File: src/rtl/bpq_pkg.sv
// Shared types and codes for the bounded priority queue.
`default_nettype none
package bpq_pkg;

  localparam int DEF_CAPACITY = 16;

  typedef enum logic [1:0] {
    REQ_ENQUEUE = 2'd0,
    REQ_DEQUEUE = 2'd1,
    REQ_PEEK    = 2'd2
  } req_e;

  typedef enum logic [1:0] {
    STATUS_OK        = 2'd0,
    STATUS_UNDERFLOW = 2'd1,
    STATUS_OVERFLOW  = 2'd2
  } status_e;

  typedef struct packed {
    logic        [1:0]  req_type;
    logic signed [31:0] data_in;
    logic signed [31:0] priority_in;
  } in_t;

  typedef struct packed {
    logic signed [31:0] head_data;
    logic               queue_empty;
    logic        [1:0]  status;
  } out_t;

  typedef struct packed {
    logic signed [31:0] data;
    logic signed [31:0] prio;
  } entry_t;

  localparam int ENTRY_W = $bits(entry_t);

endpackage
`default_nettype wire

File: src/rtl/bpq_ram.sv
// Generic single-write, single-read RAM with registered read data.
`default_nettype none
module bpq_ram #(
  parameter int WIDTH = 64,
  parameter int DEPTH = 16,
  parameter int ADDR_W = (DEPTH > 1) ? $clog2(DEPTH) : 1
) (
  input  wire logic              clk,
  input  wire logic              wr_en,
  input  wire logic [ADDR_W-1:0] wr_addr,
  input  wire logic [WIDTH-1:0]  wr_data,
  input  wire logic [ADDR_W-1:0] rd_addr,
  output logic      [WIDTH-1:0]  rd_data
);

  logic [WIDTH-1:0] mem [DEPTH];

  always_ff @(posedge clk) begin
    if (wr_en) begin
      mem[wr_addr] <= wr_data;
    end
    rd_data <= mem[rd_addr];
  end

endmodule
`default_nettype wire

File: src/rtl/bounded_priority_queue.sv
// Bounded priority queue kept sorted in a circular RAM, highest priority at the head.
//
// Requests arrive on the in_ channel (in_valid/in_stall, payload in_data) and each
// produces exactly one transaction on the out_ channel (out_valid/out_stall, out_data).
// Enqueue places the new entry behind all entries of equal or higher priority, so
// equal priorities leave in arrival order. Dequeue returns and removes the head, peek
// returns it in place. Overflow and underflow leave the queue unchanged.
//
// Entries live in one RAM used as a ring: dequeue only advances the head pointer.
// Enqueue walks backward from the tail, reading one entry and moving it up one slot
// per cycle until it meets an entry of equal or higher priority, then writes the new
// entry. An enqueue's result waits on the walk, so its time grows with the entries it
// passes; dequeue and peek make one RAM read, and rejected or unused requests none.
// The next request is taken only once the previous result is loaded into the output
// register.
//
// The block takes one request at a time: in_stall is high from acceptance until the
// result is loaded into the output register. A stalled result holds in that register,
// and a new request may be accepted meanwhile; its result waits until out_stall drops.
// Reset empties the queue at once; RAM contents are never read before being written.
`default_nettype none
module bounded_priority_queue #(
  parameter int CAPACITY = bpq_pkg::DEF_CAPACITY
) (
  input  wire logic         clk,
  input  wire logic         rst_n,
  input  wire logic         in_valid,
  output logic              in_stall,
  input  wire bpq_pkg::in_t in_data,
  output logic              out_valid,
  input  wire logic         out_stall,
  output bpq_pkg::out_t     out_data
);
  import bpq_pkg::*;

  localparam int IDX_W = (CAPACITY > 1) ? $clog2(CAPACITY) : 1;
  localparam int CNT_W = $clog2(CAPACITY + 1);
  localparam int SUM_W = CNT_W + 1;

  typedef enum logic [4:0] {
    S_IDLE  = 5'b00001,
    S_WALK  = 5'b00010,
    S_PLACE = 5'b00100,
    S_HEAD  = 5'b01000,
    S_DONE  = 5'b10000
  } state_t;

  state_t           state_r, state_nxt;
  logic [IDX_W-1:0] head_r, head_nxt;
  logic [CNT_W-1:0] count_r, count_nxt;
  logic [IDX_W-1:0] cur_r, cur_nxt;
  logic [CNT_W-1:0] left_r, left_nxt;
  entry_t           new_r, new_nxt;
  out_t             res_r, res_nxt;
  out_t             out_r;
  logic             out_valid_r;

  logic             wr_en;
  logic [IDX_W-1:0] wr_addr;
  entry_t           wr_entry;
  logic [IDX_W-1:0] rd_addr;
  logic [ENTRY_W-1:0] rd_raw;
  entry_t           rd_entry;

  logic [IDX_W-1:0] tail;
  logic [SUM_W-1:0] tail_sum;
  logic [IDX_W-1:0] cur_dec;
  logic             accept;
  logic             out_free;

  function automatic logic [IDX_W-1:0] idx_inc(input logic [IDX_W-1:0] i);
    if (i == IDX_W'(CAPACITY - 1)) begin
      return '0;
    end
    return i + 1'b1;
  endfunction

  function automatic logic [IDX_W-1:0] idx_dec(input logic [IDX_W-1:0] i);
    if (i == '0) begin
      return IDX_W'(CAPACITY - 1);
    end
    return i - 1'b1;
  endfunction

  bpq_ram #(
    .WIDTH (ENTRY_W),
    .DEPTH (CAPACITY),
    .ADDR_W(IDX_W)
  ) u_ram (
    .clk    (clk),
    .wr_en  (wr_en),
    .wr_addr(wr_addr),
    .wr_data(wr_entry),
    .rd_addr(rd_addr),
    .rd_data(rd_raw)
  );

  assign rd_entry = entry_t'(rd_raw);
  assign accept   = in_valid && !in_stall;
  assign in_stall = (state_r != S_IDLE);
  assign out_free = !out_valid_r || !out_stall;
  assign cur_dec  = idx_dec(cur_r);

  // Tail slot is head + count, wrapped once.
  always_comb begin
    tail_sum = SUM_W'(head_r) + SUM_W'(count_r);
    if (tail_sum >= SUM_W'(CAPACITY)) begin
      tail_sum = tail_sum - SUM_W'(CAPACITY);
    end
    tail = tail_sum[IDX_W-1:0];
  end

  always_comb begin
    state_nxt = state_r;
    head_nxt  = head_r;
    count_nxt = count_r;
    cur_nxt   = cur_r;
    left_nxt  = left_r;
    new_nxt   = new_r;
    res_nxt   = res_r;
    wr_en     = 1'b0;
    wr_addr   = cur_r;
    wr_entry  = new_r;
    rd_addr   = head_r;

    case (state_r)
      S_IDLE: begin
        if (accept) begin
          res_nxt.head_data   = '0;
          res_nxt.queue_empty = (count_r == '0);
          res_nxt.status      = STATUS_OK;
          new_nxt.data        = in_data.data_in;
          new_nxt.prio        = in_data.priority_in;
          case (in_data.req_type)
            REQ_ENQUEUE: begin
              if (count_r == CNT_W'(CAPACITY)) begin
                res_nxt.status = STATUS_OVERFLOW;
                state_nxt      = S_DONE;
              end else begin
                res_nxt.queue_empty = 1'b0;
                count_nxt           = count_r + 1'b1;
                cur_nxt             = tail;
                left_nxt            = count_r;
                rd_addr             = idx_dec(tail);
                state_nxt           = (count_r == '0) ? S_PLACE : S_WALK;
              end
            end
            REQ_DEQUEUE: begin
              if (count_r == '0) begin
                res_nxt.status = STATUS_UNDERFLOW;
                state_nxt      = S_DONE;
              end else begin
                res_nxt.queue_empty = (count_r == CNT_W'(1));
                head_nxt            = idx_inc(head_r);
                count_nxt           = count_r - 1'b1;
                state_nxt           = S_HEAD;
              end
            end
            REQ_PEEK: begin
              if (count_r == '0) begin
                res_nxt.status = STATUS_UNDERFLOW;
                state_nxt      = S_DONE;
              end else begin
                state_nxt = S_HEAD;
              end
            end
            default: begin
              state_nxt = S_DONE;
            end
          endcase
        end
      end
      S_WALK: begin
        // rd_entry holds the slot just below cur_r.
        wr_en = 1'b1;
        if (rd_entry.prio < new_r.prio) begin
          wr_entry  = rd_entry;
          cur_nxt   = cur_dec;
          left_nxt  = left_r - 1'b1;
          rd_addr   = idx_dec(cur_dec);
          state_nxt = (left_r == CNT_W'(1)) ? S_PLACE : S_WALK;
        end else begin
          state_nxt = S_DONE;
        end
      end
      S_PLACE: begin
        wr_en     = 1'b1;
        state_nxt = S_DONE;
      end
      S_HEAD: begin
        res_nxt.head_data = rd_entry.data;
        state_nxt         = S_DONE;
      end
      S_DONE: begin
        if (out_free) begin
          state_nxt = S_IDLE;
        end
      end
      default: begin
        state_nxt = S_IDLE;
      end
    endcase
  end

  always_ff @(posedge clk) begin
    if (!rst_n) begin
      state_r     <= S_IDLE;
      head_r      <= '0;
      count_r     <= '0;
      out_valid_r <= 1'b0;
    end else begin
      state_r <= state_nxt;
      head_r  <= head_nxt;
      count_r <= count_nxt;
      if (state_r == S_DONE && out_free) begin
        out_valid_r <= 1'b1;
      end else if (!out_stall) begin
        out_valid_r <= 1'b0;
      end
    end
  end

  always_ff @(posedge clk) begin
    cur_r  <= cur_nxt;
    left_r <= left_nxt;
    new_r  <= new_nxt;
    res_r  <= res_nxt;
    if (state_r == S_DONE && out_free) begin
      out_r <= res_r;
    end
  end

  assign out_valid = out_valid_r;
  assign out_data  = out_r;

endmodule
`default_nettype wire
File: config.mk
export PLATFORM = sky130hd
export DESIGN_NAME = bounded_priority_queue
export DESIGN_NICKNAME = d
export VERILOG_FILES = /design/src/rtl/bpq_pkg.sv /design/src/rtl/bpq_ram.sv /design/src/rtl/bounded_priority_queue.sv
export SDC_FILE = /design/constraint.sdc
export NUM_CORES = 1
export LEC_CHECK = 0
export BUFFER_PORTS_ARGS = -buffer_cell sky130_fd_sc_hd__buf_2
export CORE_UTILIZATION = 30
export CTS_CLUSTER_SIZE = 20
export DETAILED_ROUTE_END_ITERATION = 6
export SLEW_MARGIN = 20
export SYNTH_ARGS = -nofsm -noshare
export SYNTH_HDL_FRONTEND = slang
export SYNTH_SLANG_ARGS = --single-unit
File: constraint.sdc
create_clock -name clk -period 7.8 [get_ports clk]
set_clock_uncertainty 0.1 [all_clocks]
set_input_delay 0.39 -clock clk [delete_from_list [all_inputs] [get_ports clk]]
set_output_delay 0.39 -clock clk [all_outputs]
set_load 0.05 [all_outputs]
==> flow_metrics.tcl, run 1 <==
set metrics [dict create \
    slew_headroom 0.188 \
    path_clk_slew_ns 0.06 \
    startpoint "new_r[28]" \
    reg2reg_depth 12 \
    drt_wl_total_mm 115 \
    slowest_delay_ns 1.07 \
    synth_nets 2763 \
    fillers 14800 \
    ys_types 67 \
    rsz0062_at_grt "no" \
    multi_input_area_sq_um 10500 \
    setup_viol_count_final 0 \
    num_rows 146 \
    synth-async-reset-ratio 0 \
    portBuffers 106 \
    power_switching_w 0.00336 \
    gp_congestion 0.744 \
    antenna_found_initial 5 \
    drive_above_1_share 0.146 \
    r2r_start "new_r[28]" \
    arrival_ns 6.44 \
    antenna_cells 0 \
    drc 0 \
    firstDrtPassIters 5 \
    min_period_over_period 0.763 \
    clock_latency_ns 0.72 \
    end_kind "flop" \
    cts_tree "built" \
    wl_per_cell_um 22.9 \
    fin_setup_tns_ns 0 \
    dieArea_sq_um 161000 \
    worstPathRequired_ns 8.28 \
    ys_seq_elements 1246 \
    yosys_most_used_dff "edfxtp_1" \
    dpl.hpwl_mm 59.2 \
    avgSynthCellArea_sq_um 18.1 \
    swShare 0.231 \
    cp_slowest_cell "o211ai_4" \
    finalPower_w 0.0146 \
    seq_power_share 0.528 \
    grtUsageTotal 0.139 \
    yosys_warnings 0 \
    post_cts_resized 0 \
    final_common_cell "edfxtp_1" \
    drt_iter0_markers 2325 \
    power_leakage_nw 17.6 \
    setup.worst_path.end "u_ram.rd_data[62]" \
    htree_levels 3 \
    grt_start_max_net_pins 104 \
    grt_pass1_wl_mm 166 \
    ios 107 \
    areaGrowthSynthToFinish_pct 15.9 \
    hold_viol 0 \
    pwr-share-clk 0.385 \
    cts_buffer_depth 3 \
    synth_cells 2644 \
    path_buf_inv 2 \
    p_int_w 0.0112 \
    synth_area_sq_um 47800 \
    grt-ovfl-total 0 \
    fin_crit_ns 5.95 \
    max-vdd-ir-drop_v 0.000198 \
    initial_core_util 0.302 \
    layout_common_cells "edfxtp_1, mux2i_1, o22ai_1" \
    worst_slew_pin_slew_ns 1.21 \
    clock-sinks 1246 \
    dieWidth_um 401 \
    min_from "in_data[65]" \
    maxCapViolCount 0 \
    fin_hold_ws_ns 0.0718 \
    status "complete, no violations" \
    power.density_nw_per_um2 263 \
    ant_nets 0 \
    path_depth 12 \
    combPwrFrac 0.086 \
    critPathKind "reg -> reg" \
    path_max_fanout 34 \
    r2r_end "u_ram.rd_data[62]" \
    fmax_mhz 168 \
    seqCellArea_sq_um 36600 \
    ys_seq_area_frac 0.767 \
    vias 24500 \
    numCtsBuffers 116 \
    viasPerCell 4.88 \
    slew_viol_final 0 \
    root_buffer "clkbuf_16" \
    r2r_slack_ns 1.85 \
    crit_family "simple AND/OR/NAND/NOR gates" \
    min_path_type "in -> reg" \
    die_y_um 401 \
    cp-start-kind "flop" \
    final_nets 2977 \
    crit_chain "inv_1 > ha_1 > nand4_1 > nor4_1 > nand4_1 > a21o_1 > nand4_4 > o22ai_1 > o211ai_4 > buf_4 > o22ai_1 > or4_1" \
    first_global_vias 24200 \
    coreArea_sq_um 158000 \
    synth-edff-count 1167 \
]
==> power groups by stage <==
stage	Sequential, W	Clock (W)	Combinational (W)
final	0.00769	0.00561	0.00125
after global routing	0.00771	0.00597	0.00136
after CTS	0.00769	0.00572	0.00126
after detailed placement	0.00783	0	0.00123
after global placement	0.00784	0	0.00121
after floorplan	0.00776	0	0.000838
==> tightest hold or removal path, delay by kind of cell <==
family	cells	cell delay [ns]
buffers and inverters	2	0.17
adder cells (fa/ha/maj)	1	0.17
AND/OR/NAND/NOR	2	0.12
==> state kept, by name, summed over array words and instances (netlist names) <==
signal and count:
count_r 5, cur_r 4, head_r 4, left_r 5
new_r 64, out_data 35, out_valid 1, res_r 35
state_r 5, u_ram.mem 1024, u_ram.rd_data 64
==> stage by stage <==
| step | instance area, sq um | std cells | util | setup WS, ns |
|---|---|---|---|---|
| after detailed placement | 50900 | 4745 | 0.322 | 1.86 |
| after global routing | 55400 | 5030 | 0.350 | 1.65 |
| final | 55400 | 5030 | 0.350 | 1.85 |
| after CTS | 55400 | 5030 | 0.350 | 1.86 |
| after global placement | 50900 | 4745 | 0.322 | 1.92 |
| after floorplan | 47800 | 2644 | - | 1.80 |
==> how the worst min path moves through the flow <==
| stage | endpoint | slack (ns) | cells after the start |
|---|---|---|---|
| after floorplan | out_data[0] | 0.30 | 0 |
| after global placement | out_data[26] | 0.30 | 0 |
| after detailed placement | out_data[21] | 0.30 | 0 |
| after CTS | state_r[3] | 0.02 | 5 |
| after global routing | state_r[3] | 0.10 | 5 |
| final | state_r[3] | 0.07 | 5 |
==> logic make-up (layout without fill, tap and decap cells) <==
logic type               count (synthesis)  count (layout)  synth area share
flip-flops                            1246            1246             0.767
multiplexers                           585             585             0.124
AO/OA/AOI/OAI                          347             347            0.0472
AND/OR/NAND/NOR                        224             224            0.0289
buffers and inverters                  177             491            0.0168
adder cells (fa/ha/maj)                 49              49            0.0130
XOR/XNOR                                16              16           0.00293
==> synthesized netlist by cell type (6+ instances only) <==
cell	n	share of area
mux2i_1	520	0.11
clkbuf_1	29	0.0023
and2_1	7	0.00092
dfxtp_1	79	0.033
and3_1	34	0.0045
inv_1	48	0.0038
a21oi_1	31	0.0032
nor3_1	10	0.0010
or4_1	64	0.010
o22ai_1	258	0.034
nand3_1	6	0.00063
nand2_1	32	0.0025
mux2_2	65	0.015
buf_2	88	0.0092
ha_1	48	0.013
xnor2_1	11	0.0020
o21ai_0	18	0.0019
nor2_1	33	0.0026
edfxtp_1	1167	0.73
==> cell type report <==
class / instances / area share
Timing Repair Buffer: 225 / 0.0301
Clock buffer: 167 / 0.0590
Multi-Input combinational cell: 1221 / 0.190
Tap cell: 2072 / 0.0468
Sequential cell: 1246 / 0.661
Inverter: 48 / 0.00330
Clock inverter: 51 / 0.00913
==> per-layer routing <==
metal | part of all wire | vias to the layer above | global-route usage | wire length [um]
met4 | 0.016 | 0 | 0.0284 | 1840
met5 | 0 | - | 0 | 0
met3 | 0.057 | 146 | 0.0268 | 6530
li1 | - | 11100 | - | -
met1 | 0.45 | 12600 | 0.195 | 52300
met2 | 0.47 | 718 | 0.225 | 54600
==> timing repair <==
item | in CTS | in global routing
hold endpoints to repair | 79 | 0
hold buffers | 67 | 0
buffers inserted | 0 | 0
(Power assumes the default switching activity.)
==> inputs of run 2 (changes only) <==
- clock period: 7.8 -> 5.8 ns (I/O delays scaled with it)
==> run 2 against run 1 <==
  * Worst hold slack got worse by 0.0059 ns
  * Global-route usage rose by 0.55 points
  * Die area did not move
  * Core utilization rose by 0.50 points
  * Wire length rose by 2.8%
  * Cell area rose by 1.4%
  * Worst setup slack got worse by 1.4 ns
  * Cell count rose by 0.68%
  * Clock-buffer cell count fell by 23
  * Combinational power rose by 40%
==> flow_metrics.tcl, run 2 (same netlist as run 1, synthesis figures left out) <==
set metrics [dict create \
    hold_viol 0 \
    arrival_ns 5.93 \
    dieWidth_um 401 \
    cp_slowest_cell "nand4_4" \
    cts_hold_buf 69 \
    end_kind "flop" \
    numCtsBuffers 116 \
    dieArea_sq_um 161000 \
    initial_core_util 0.302 \
    gp_congestion 0.773 \
    fmax_mhz 187 \
    antenna_found_initial 7 \
    first_global_vias 24900 \
    fin_crit_ns 5.36 \
    rsz0062_at_grt "no" \
    power_switching_w 0.00463 \
    setup_viol_count_final 0 \
    top_usage_layer "met2" \
    fin_setup_tns_ns 0 \
    slew_viol_final 0 \
    vias 24900 \
    critPathKind "reg -> reg" \
    path_max_fanout 29 \
    viasPerCell 4.92 \
    worstPathRequired_ns 6.37 \
    clock_latency_ns 0.75 \
    dpl.hpwl_mm 62.2 \
    final_nets 3009 \
    worst_slew_pin_slew_ns 1.10 \
    min_path_type "in -> reg" \
    combPwrFrac 0.088 \
    areaGrowthSynthToFinish_pct 17.6 \
    final_common_cell "edfxtp_1" \
    slowest_delay_ns 0.84 \
    maxCapViolCount 0 \
    htree_levels 3 \
    wl_per_cell_um 23.4 \
    status "complete, no violations" \
    grt-ovfl-total 0 \
    fin_hold_ws_ns 0.0658 \
    crit_chain "inv_1 > ha_1 > nand4_1 > nor4_1 > o2bb2ai_1 > o21ai_1 > and3_1 > o311ai_2 > nand4_4 > buf_12 > o22ai_1 > or4_1" \
    ios 107 \
    power_leakage_nw 17.9 \
    slew_headroom 0.266 \
    layout_common_cells "edfxtp_1, mux2i_1, o22ai_1" \
    portBuffers 106 \
    root_buffer "clkbuf_16" \
    largest_register "u_ram.mem" \
    cts_buffer_depth 3 \
    firstDrtPassIters 7 \
    post_cts_resized 0 \
    cts_tree "built" \
    drt_iter0_markers 2585 \
    grt.met1_usage 0.202 \
    die_y_um 401 \
    grtUsageTotal 0.145 \
    drc 0 \
    swShare 0.234 \
    power.density_nw_per_um2 352 \
    max-vdd-ir-drop_v 0.000254 \
    clock-sinks 1246 \
    largest_register_ffs 1024 \
    grt_start_max_net_pins 65 \
    reg_top3 "u_ram.mem x1024, new_r x64, u_ram.rd_data x64" \
    drt_wl_total_mm 118 \
    met3_usage 0.0245 \
    grt_pass1_wl_mm 171 \
    seq_power_share 0.523 \
    cp-start-kind "flop" \
    num_rows 146 \
    coreArea_sq_um 158000 \
    path_clk_slew_ns 0.07 \
    p_int_w 0.0152 \
    grtUsageMet2 0.235 \
    min_period_over_period 0.924 \
    pwr-share-clk 0.389 \
    ant_nets 0 \
    drive_above_1_share 0.156 \
    post_cts_buffers 0 \
]
[run 2: cell types whose count changed in the layout (fill, tap and decap cells not counted), sizes merged]
cell / before / now
clkinv: 35 / 56
inv: 52 / 50
bufinv: 8 / 11
buf: 158 / 188
clkbuf: 167 / 144
diode: 0 / 1
clkinvlp: 4 / 6
dlygate4sd3: 67 / 69
[run 2: stage by stage]
step                      std cells  worst slack (ns)   util  area [sq um]  total power (W)
after floorplan                2644              1.52      -         47800           0.0116
after detailed placement       4775             0.482  0.326         51600           0.0123
final                          5064             0.442  0.355         56200           0.0198
after global routing           5063             0.251  0.355         56200           0.0204
after global placement         4774             0.581  0.326         51600           0.0122
after CTS                      5063             0.439  0.355         56200           0.0200
[run 2: critical path: cells and delay by family, from the launching register on]
kind	cells	cell delay [ns]
AOI/OAI and AO/OA	4	1.49
adders and majority gates	1	0.28
buffers and inverters	2	0.56
DFF	1	0.50
and+or+nand+nor	5	2.32
[run 2: cell type report]
class / count / area, sq um
clock inverter: 75 / 729
multi-input combinational: 1221 / 10600
tap: 2072 / 2590
sequential: 1246 / 36600
clock buffer: 144 / 3130
inverter: 48 / 183
timing repair buffer: 257 / 2340
antenna: 1 / 2.50
fill: 14800 / 102000
[run 2: power by group through the flow]
stage | combinational (W) | sequential [W] | clock [W]
2_1_floorplan | 0.00113 | 0.0104 | 0
3_5_place_dp | 0.00172 | 0.0105 | 0
6_report | 0.00175 | 0.0104 | 0.00770
5_1_grt | 0.00189 | 0.0104 | 0.00819
4_1_cts | 0.00177 | 0.0104 | 0.00785
3_3_place_gp | 0.00169 | 0.0105 | 0
[run 2: metal layers]
metal	part of all wire	routed length, um	vias to the layer above
li1	-	-	11100
met1	0.45	53400	12900
met2	0.48	56300	739
met3	0.054	6450	160
met4	0.018	2190	4
met5	0.00072	85	-
[run 2: worst paths after layout]
check                    from                end  slack (ns)  depth (start not counted)
setup / recovery    new_r[28]  u_ram.rd_data[49]        0.44                         12
hold / removal    in_data[65]         state_r[2]        0.07                          5
setup reg to reg    new_r[28]  u_ram.rd_data[49]        0.44                         12
hold reg to reg     res_r[30]       out_data[30]        0.32                          0
